`src/rtl/core/aabbbp_pkg.sv`:
```
// Shared types and constants for the box broad-phase pair finder.
package aabbbp_pkg;

  localparam int unsigned MAX_BOXES_DEF = 8;
  localparam int unsigned ID_W          = 16;
  localparam int unsigned CRD_W         = 32;
  localparam int unsigned KEY_W         = 2 * ID_W;

  typedef struct packed {
    logic [ID_W-1:0]         id;
    logic signed [CRD_W-1:0] min_x;
    logic signed [CRD_W-1:0] max_x;
    logic signed [CRD_W-1:0] min_y;
    logic signed [CRD_W-1:0] max_y;
    logic signed [CRD_W-1:0] min_z;
    logic signed [CRD_W-1:0] max_z;
  } box_t;

  typedef struct packed {
    logic             found;
    logic [KEY_W-1:0] key;
  } best_t;

endpackage

```
`src/rtl/core/aabbbp_cell.sv`:
```
// One storage cell: holds a box, tests it against the broadcast box, keeps the best pair key.
module aabbbp_cell (
  input  logic                          clk_i,
  input  logic                          rst_ni,
  input  logic                          ld_i,
  input  logic                          act_i,
  input  aabbbp_pkg::box_t              box_i,
  output aabbbp_pkg::box_t              box_o,
  input  logic                          bc_en_i,
  input  aabbbp_pkg::box_t              bc_i,
  input  logic                          prev_vld_i,
  input  logic [aabbbp_pkg::KEY_W-1:0]  prev_i,
  input  logic                          clr_i,
  input  logic                          prop_i,
  input  aabbbp_pkg::best_t             left_i,
  output aabbbp_pkg::best_t             best_o
);

  aabbbp_pkg::box_t  box_q;
  aabbbp_pkg::best_t best_q, best_d;
  logic                         hit;
  logic                         cand_ok;
  logic [aabbbp_pkg::KEY_W-1:0] key;

  always_comb begin
    hit = (box_q.min_x <= bc_i.max_x) && (bc_i.min_x <= box_q.max_x) &&
          (box_q.min_y <= bc_i.max_y) && (bc_i.min_y <= box_q.max_y) &&
          (box_q.min_z <= bc_i.max_z) && (bc_i.min_z <= box_q.max_z);
    key = (box_q.id < bc_i.id) ? {box_q.id, bc_i.id} : {bc_i.id, box_q.id};
    cand_ok = hit && (box_q.id != bc_i.id) && (!prev_vld_i || (key > prev_i)) &&
              (!best_q.found || (key < best_q.key));
    best_d = best_q;
    priority if (clr_i) begin
      best_d.found = 1'b0;
    end else if (bc_en_i && act_i && cand_ok) begin
      best_d.found = 1'b1;
      best_d.key   = key;
    end else if (prop_i && left_i.found &&
                 (!best_q.found || (left_i.key < best_q.key))) begin
      best_d = left_i;
    end
  end

  always_ff @(posedge clk_i) begin
    if (ld_i) begin
      box_q <= box_i;
    end
  end

  always_ff @(posedge clk_i or negedge rst_ni) begin
    if (!rst_ni) begin
      best_q <= '0;
    end else begin
      best_q <= best_d;
    end
  end

  assign box_o  = box_q;
  assign best_o = best_q;

endmodule

```
`config.mk`:
```
export PLATFORM = sky130hd
export DESIGN_NAME = aabbbp_cell
export DESIGN_NICKNAME = d
export VERILOG_FILES = /design/src/rtl/core/aabbbp_pkg.sv /design/src/rtl/core/aabbbp_cell.sv
export SDC_FILE = /design/constraint.sdc
export NUM_CORES = 1
export LEC_CHECK = 0
export BUFFER_PORTS_ARGS = -buffer_cell sky130_fd_sc_hd__buf_2
export CAP_MARGIN = 0
export CORE_AREA = 5 5 284 286
export DETAILED_ROUTE_END_ITERATION = 10
export DIE_AREA = 0 0 289 291
export PLACE_DENSITY_LB_ADDON = 0.1
export SLEW_MARGIN = 30
export SYNTH_ARGS = -nofsm -noshare
export SYNTH_HDL_FRONTEND = slang
export SYNTH_SLANG_ARGS = --single-unit
```
`constraint.sdc`:
```
create_clock -name clk_i -period 6.12 [get_ports clk_i]
set_input_delay 0.306 -clock clk_i [delete_from_list [all_inputs] [get_ports clk_i]]
set_output_delay 0.306 -clock clk_i [all_outputs]
set_load 0.05 [all_outputs]
```
; Word level (Yosys, flattened, before mapping)
; Cells that the tools add are included.
; W data, S select, Z words.
[classes]
n_shift = 0
n_mux = 4
n_lt_le_gt_ge = 10
n_reduce_logical = 20
n_eq_ne = 1
mul = 0
bitwise = 1
div_mod_pow = 0
add_sub_neg = 0
[op_table]
columns = operator, count
row1 = $le A32 B32 Y1, 6
row2 = $mux W33, 2
row3 = $lt A32 B32 Y1, 2
row4 = $gt A32 B32 Y1, 1
row5 = $mux W32, 1
row6 = $lt A16 B16 Y1, 1
row7 = $ne A16 B16 Y1, 1
row8 = $logic_and A1 B1 Y1, 12
row9 = $logic_or A1 B1 Y1, 3
row10 = $reduce_bool A3 Y1, 1
row11 = $logic_not A1 Y1, 2
row12 = $reduce_and A2 Y1, 1
row13 = $reduce_bool A2 Y1, 1
row14 = $mux W1, 1
row15 = $not A1 Y1, 1
[totals]
rom_bits = 0
wordCells = 45
latch_bits = 0
regBits = 241
memories = 0
mem_bits_rw = 0

; Longest topological paths before layout
; Gate-level depths: netlist of run 1.
[logic_depth]
depth_word = 12
depth_mapped = 23
depth_no_buf = 18

; Worst setup path after synthesis of run 1
; Ideal clock, no wire load.
[synth_timing]
kind = register to register
start = reg box_q, in the netlist box_o[206]
end = reg best_q, in the netlist best_o[10]
t_arrival_ns = 4.857
synth_period_minus_slack_ns = 4.983
path_stages_with_launch = 20
n_path_buf = 3
setup_time_ns = 0.126
setup_slack_ns = 1.137
cell_sequence = edfxtp_1 > ha_1 > a21oi_1 > nand2_1 > a22o_1 > a2111oi_4 > clkbuf_1 > mux2_2 > ha_1 > a21o_1 > a211oi_1 > o21ai_1 > o22a_1 > o31ai_1 > o21ai_1 > a2111oi_4 > buf_4 > nand2_4 > buf_6 > a311o_1
[synth_via]
elab_chain_len = 9
[synth_lines]
columns = element, line
row1 = start: declaration, aabbbp_cell.sv:19  ; aabbbp_pkg::box_t box_q;
row2 = start signal: assignment, aabbbp_cell.sv:46  ; box_q <= box_i;
row3 = $lt A16 B16 Y1, aabbbp_cell.sv:29  ; key = (box_q.id < bc_i.id) ? {box_q.id, bc_i.id} : {bc_i.id, box_q.id};
row4 = $mux W32, aabbbp_cell.sv:29
row5 = $gt A32 B32 Y1, aabbbp_cell.sv:30  ; cand_ok = hit && (box_q.id != bc_i.id) && (!prev_vld_i || (key > prev_i)) &&
row6 = $logic_or A1 B1 Y1, aabbbp_cell.sv:30
row7 = $logic_and A1 B1 Y1 (2 in a row), aabbbp_cell.sv:30
row8 = $logic_and A1 B1 Y1, aabbbp_cell.sv:35  ; end else if (bc_en_i && act_i && cand_ok) begin
row9 = $reduce_bool A2 Y1 (no source line), -
row10 = $reduce_and A2 Y1 (no source line), -
row11 = end signal: assignment, aabbbp_cell.sv:54  ; best_q <= best_d;
row12 = end: declaration, aabbbp_cell.sv:20  ; aabbbp_pkg::best_t best_q, best_d;
; Parallel ways exist; a longest one is shown, timed or not.
; A chain may end at the register's enable or synchronous reset.

; Final worst setup path of run 1
[layout_timing]
start = reg box_q, in the netlist box_o[207]
end = reg best_q, in the netlist best_o[25]
; The elaborated chain is that of the path after synthesis.

==> run metrics, run 1 <==
PwrDens 257 mW/mm^2; DR WL/cell 21.4 um; hold_ws 0.111 ns; P_leak 12.5 nW; post-cts hold buffer count 209; Final #Nets 3,315; sequential area share after synthesis 42.9%; ys async rst share 13.7%; Pwr Total 0.00637 W; Vias 15,700; Final setup viols 0; Starting Density 21.1%; warning count from the yosys run 0; Final HPWL DP 65,600 um; post-DR vias/cell 4.33; Critical Path Sink Type flip-flop; clock-pin slew on the worst setup and hold paths 0.05 ns; Seq cells post-synth 241; antenna violations before repair 28; Peak VDD IR 0.191 mV; setup TNS 0 ns; die footprint 0.0841 mm^2; IO Port Bufs 729; pin count of the biggest net entering global routing 112; GPL Wtd Cong 0.840; CP Buf/Inv Count 3; post-CTS setup-driven buffer insertion count 0; Post-synth EDFFs 208; global route overflow 0; Final ANT Viol Nets 0; floorplan row count 103; Slew HR 36.0%; CP Launch Type flip-flop; Final Max Slew Viols 0; mean post-synth cell area 10.5 um^2; Synth-to-Final Area Change 50.6%; status complete, no violations; first-pass GRT wire length 111,000 um; CTS tree yes; # H-tree levels 2; CTS max path bufs 3; Num CTS Buffers 37; die height 291 um; worst endpoint required time 6.53 ns; die width 289 um; mapped cell area 0.0165 mm^2; CP dominant cell by count buf_4; Peak Freq 0.181 GHz; DRT Wirelength 77,300 um; Starting DRT DRC Count 549; Final Skew 0.0320 ns; top_reg_cell synth edfxtp_1; top-level port count 730; Netlist cell types 66; Hold Path Stages 3; gr usage total 17.7%; critical path, cell by cell ha_1 > nand4_1 > nor4_2 > a2111oi_4 > buf_4 > o21ai_0 > ha_1 > a211oi_1 > o211ai_1 > nand3_1 > o21ai_0 > o31ai_1 > o21ai_1 > a2111oi_4 > buf_4 > buf_4 > a2111o_1 > o211ai_1; Post-Synthesis Cells 1,566; period utilization 90.3%; max_cap viols 0; critical path class flip-flop to flip-flop; critical path's slowest cell o21ai_0; DRC Markers 0; Fin. Hold Viols 0; layout cells sized above 1 32.3%; post-route insts no fill 3,615; Tightest Hold Check Type input pin to flip-flop; Final Critical Period 5.53 ns; DRT Pass-1 Iters 5; critical path depth in cells 18; placed insts 3,326; Clk Tree Root Cell clkbuf_16; CP max FO 37; post-cts resize count 0; Sinks on Clock Net 241; CORE AREA 0.0781 mm^2; CP max stage delay 0.67 ns; insertion delay to the later sink of the worst-skew pair 0.57 ns; vias in the first global route 17,400; Net Count, Synth 2,357; unrepaired setup endpoints after global routing no; slew of the pin with the lowest slew margin 0.952 ns; R2R cell count 18; Top delay family on crit path compound AO/OA/AOI/OAI gates; crit path DAT 5.93 ns
## worst min-delay path, cell delays in order
cell     delay [ns]
buf_2          0.09
a21oi_1        0.08
a21oi_1        0.14
## cells in the mapped netlist, types with 3 or more instances
cell type / count / area, um^2
buf_4: 5 / 37.5
a221o_1: 5 / 50.1
nand4_1: 50 / 313
mux2_2: 17 / 191
nor4_1: 9 / 56.3
a21oi_1: 89 / 445
ha_1: 302 / 3780
clkbuf_1: 22 / 82.6
o31ai_1: 3 / 22.5
nand2_1: 93 / 349
a41o_1: 15 / 150
nand2b_1: 5 / 31.3
a21o_1: 42 / 315
nor2_1: 70 / 263
a2111o_1: 17 / 191
a31oi_1: 4 / 25.0
and3_1: 3 / 18.8
a211o_1: 4 / 35.0
nand3_1: 32 / 160
a311o_1: 15 / 150
edfxtp_1: 208 / 6250
or3_1: 3 / 18.8
nor2b_1: 7 / 43.8
dfrtp_1: 33 / 826
o21a_1: 4 / 30.0
a2111oi_0: 18 / 158
inv_1: 310 / 1160
and4_1: 4 / 35.0
nor3_1: 8 / 40.0
buf_2: 9 / 45.0
mux2i_1: 3 / 30.0
o211ai_1: 30 / 225
o21ai_0: 44 / 220
a41oi_1: 17 / 149
a211oi_1: 19 / 143
a221oi_1: 3 / 26.3
o21ai_1: 9 / 45.0
## layout by cell type (no fill, tap or decap), types with 9 or more instances in the layout
| master | count |
|---|---|
| a2111o_1 | 17 |
| a2111oi_0 | 18 |
| a211oi_1 | 19 |
| a21o_1 | 42 |
| a21oi_1 | 89 |
| a311o_1 | 15 |
| a41o_1 | 15 |
| a41oi_1 | 17 |
| buf_2 | 727 |
| buf_4 | 18 |
| clkbuf_16 | 37 |
| clkinv_1 | 10 |
| dfrtp_1 | 33 |
| diode_2 | 14 |
| dlygate4sd3_1 | 209 |
| edfxtp_1 | 208 |
| ha_1 | 302 |
| inv_1 | 310 |
| mux2_2 | 17 |
| nand2_1 | 93 |
| nand3_1 | 32 |
| nand4_1 | 50 |
| nor2_1 | 70 |
| nor4_1 | 9 |
| o211ai_1 | 30 |
| o21ai_0 | 42 |
| o21ai_1 | 10 |
## power breakdown
part           switching, W  total (W)  internal [W]  leakage [nW]
logic               0.00135    0.00206      0.000714          9.48
registers          0.000119    0.00207       0.00196          2.38
clock network      0.000898    0.00223       0.00133         0.594
total               0.00236    0.00637       0.00400          12.5
## per-stage QoR
step / area (um^2) / setup slack (ns) / util [%]
finish: 24800 / 0.591 / 31.8
global route: 24800 / 0.0684 / 31.7
CTS: 24800 / 0.402 / 31.7
detailed placement: 21400 / 0.368 / 27.4
global placement: 21400 / 0.375 / 27.4
floorplan: 16500 / 1.14 / -
## cell type report
cell class / count / area [um^2]
Antenna cell: 14 / 35.0
Sequential cell: 241 / 7070
Tap cell: 1050 / 1310
Clock inverter: 21 / 274
Multi-Input combinational cell: 976 / 8050
Clock buffer: 45 / 956
Timing Repair Buffer: 957 / 5930
Fill cell: 8353 / 53300
Inverter: 311 / 1170
## path summary, 6_finish.rpt
check	slack [ns]	start	to
min in group asynchronous	0.28	rst_ni	best_o[13]
worst min register to register	0.55	best_o[2]	best_o[2]
worst min-delay path	0.11	left_i[32]	best_o[32]
max in group asynchronous	5.47	rst_ni	best_o[0]
worst max-delay path	0.59	box_o[207]	best_o[25]
worst max register to register	0.59	box_o[207]	best_o[25]
## routing by layer
metal / global-route usage (%) / up-vias / wire length (um)
li1: - / 7702 / -
met1: 19.6 / 7265 / 29300
met2: 31.5 / 568 / 38800
met3: 6.12 / 119 / 6590
met4: 5.84 / 16 / 2470
met5: 0 / - / 112
## cells by family after synthesis
family                     share of synthesized area, %
AOI/OAI and AO/OA                                  16.0
xor gates and xnor gates                         0.0532
adders and majority gates                          22.9
muxes                                              1.34
and+or+nand+nor                                    8.49
DFF                                                42.9
buffers and inverters                              8.23
## flip-flops by register name (all words and copies together), names as in the netlist
register,cells
best_o,33
box_o,208
Power figures use the tool's default switching activity.
==> run 2, diff against run 1 <==
Settings changed: PLACE_DENSITY_LB_ADDON 0.1 to 0.12.
==> run 2 against run 1 <==
Worst setup slack worse by 0.13 ns. Clock skew down 0.0056 ns. Power is 0.70% lower. Largest power group unchanged. Highest routed layer unchanged.
==> run metrics, run 2 (synthesized netlist as in run 1, its figures left out) <==
Comb power frac 32.3% (about the same); global route overflow 0 (unchanged); CTS tree yes; Final Max Slew Viols 0 (unchanged); die width 289 um (unchanged); die height 291 um (unchanged); Final #Nets 3,309 (-0.18%); floorplan row count 103 (unchanged); R2R Path End best_o[22]; worst endpoint required time 6.52 ns (about the same); max_cap viols 0 (unchanged); P_leak 12.4 nW (-0.29%); Slew HR 34.8% (-1.2 points); insertion delay to the later sink of the worst-skew pair 0.55 ns (-0.02 ns); first-pass GRT wire length 112,000 um (+1.0%); CP max FO 36 (-2.7%); antenna violations before repair 36 (+29%); Peak Freq 0.177 GHz (-2.3%); slew of the pin with the lowest slew margin 0.978 ns (+0.0263 ns); FF/Latch Area 0.00707 mm^2 (unchanged); R2R cell count 17 (-1); setup TNS 0 ns (unchanged); vias in the first global route 17,400 (+0.35%); Starting Density 21.1% (unchanged); critical path class flip-flop to flip-flop; Fin. Hold Viols 0 (unchanged); switching pwr 0.00234 W (-1.1%); layout cells sized above 1 32.4% (about the same); critical path's slowest cell o311a_2; area of the multi-input gates 0.00805 mm^2 (unchanged); DR WL/cell 21.5 um (+0.50%); die footprint 0.0841 mm^2 (unchanged); most frequent cells in the layout buf_2, inv_1, ha_1; fill cell count 8,288 (-0.78%); Tightest Hold Check Type input pin to flip-flop; crit path DAT 6.06 ns (+0.13 ns); Final HPWL DP 65,900 um (+0.47%); Hold Path Stages 3 (unchanged); status complete, no violations; Final ANT Viol Nets 0 (unchanged); period utilization 92.5% (+2.2 points); pin count of the biggest net entering global routing 128 (+14%); sequential share of power 33.0% (+0.4 points); PwrDens 256 mW/mm^2 (-0.45%); Cell Int Power 0.00399 W (-0.45%); Critical Path Sink Type flip-flop; DRT Wirelength 77,700 um (+0.44%); DRT Pass-1 Iters 5 (unchanged); GPL Wtd Cong 0.879 (+4.6%); critical path, cell by cell ha_1 > nand4_1 > nor4_2 > a2111oi_4 > buf_4 > o21ai_0 > ha_1 > nand4_1 > nor4_1 > nand3_1 > a21oi_1 > a211oi_1 > a2111oi_2 > o311a_2 > buf_4 > a2111o_1 > o211ai_1; Final Skew 0.0264 ns (-0.00555 ns); Vias 15,800 (+1.1%); IO Port Bufs 729 (unchanged); post-DR vias/cell 4.38 (+1.2%); Starting DRT DRC Count 732 (+33%); Sw Ratio 37.0% (-0.16 points); Synth-to-Final Area Change 50.2%; CP Buf/Inv Count 2 (-1); Pwr Total 0.00632 W (-0.70%); DRC Markers 0 (unchanged); worst reg2reg setup slack 0.46 ns (-0.13 ns); Clk Tree Root Cell clkbuf_16; CORE AREA 0.0781 mm^2 (unchanged); Final Critical Period 5.66 ns (+0.132 ns); Peak VDD IR 0.210 mV (+9.5%); gr usage total 17.8% (+0.055 points); clock power share 34.7% (-0.3 points); clock-pin slew on the worst setup and hold paths 0.06 ns (about the same); CTS max path bufs 3 (unchanged); unrepaired setup endpoints after global routing no; Final setup viols 0 (unchanged); CP max stage delay 0.67 ns (about the same); max reg flops 208 (unchanged); CP Launch Type flip-flop; most common cell after layout, fill and taps aside buf_2; RR Startpoint box_o[204]; Sinks on Clock Net 241 (unchanged); top-level port count 730 (unchanged); Num CTS Buffers 37 (unchanged); min-delay src left_i[32]; worst hold endpoint best_o[32]; Top delay family on crit path compound AO/OA/AOI/OAI gates; # H-tree levels 2 (unchanged)
-- run 2: changes by cell type in the layout (fill, tap and decap cells not counted), sizes merged --
cell	previous run	this run
buf	747	741
bufinv	5	4
clkbuf	46	48
clkinv	16	15
clkinvlp	0	2
diode	14	16
-- run 2: worst min-delay path, stage by stage --
cell and delay (ns):
buf_2 0.09, a21oi_1 0.09, a21oi_1 0.15
-- run 2: per-stage QoR --
| stage | hold slack [ns] | std cells | util, % | setup slack, ns | area (um^2) |
|---|---|---|---|---|---|
| after floorplan | 0.0104 | 1566 | - | 1.14 | 16500 |
| after global placement | 0.457 | 3320 | 27.4 | 0.766 | 21400 |
| after detailed placement | 0.463 | 3320 | 27.4 | 0.617 | 21400 |
| after CTS | 0.111 | 3597 | 31.6 | 0.596 | 24700 |
| after global routing | 0.147 | 3607 | 31.6 | 0.215 | 24700 |
| final | 0.137 | 3613 | 31.7 | 0.459 | 24700 |
-- run 2: final cells by class --
type                            instances  share of cell area, %
Multi-Input combinational cell        976                   32.6
Sequential cell                       241                   28.6
Timing Repair Buffer                  951                   23.7
Tap cell                             1050                   5.31
Inverter                              311                   4.72
Clock buffer                           47                   4.02
Clock inverter                         21                  0.936
Antenna cell                           16                  0.162
-- run 2: power groups by stage --
stage / Clock [W] / Sequential, W / Combinational, W
final: 0.00220 / 0.00208 / 0.00204
after global routing: 0.00234 / 0.00210 / 0.00225
after CTS: 0.00228 / 0.00209 / 0.00207
after detailed placement: 0 / 0.00212 / 0.00195
after global placement: 0 / 0.00212 / 0.00194
after floorplan: 0 / 0.00258 / 0.000742
-- run 2: what timing repair did --
action / CTS / global route
hold endpoints to repair: 241 / 0
hold buffers: 209 / 0
setup buffers: 0 / 0
resized for setup: 0 / 0
-- run 2: metal layers --
layer | global-route usage (%) | routed length [um]
met2 | 30.9 | 38100
met1 | 20.2 | 30200
met5 | 0 | 160
met3 | 6.05 | 6670
met4 | 6.05 | 2600
-- run 2: worst max-delay path by stage --
stage / end / slack [ns] / from / depth (start not counted)
floorplan: best_o[10] / 1.14 / box_o[206] / 19
global placement: best_o[12] / 0.77 / bc_i[206] / 19
detailed placement: best_o[13] / 0.62 / bc_i[206] / 18
CTS: best_o[22] / 0.60 / box_o[204] / 17
global route: best_o[31] / 0.22 / box_o[193] / 17
finish: best_o[22] / 0.46 / box_o[204] / 17
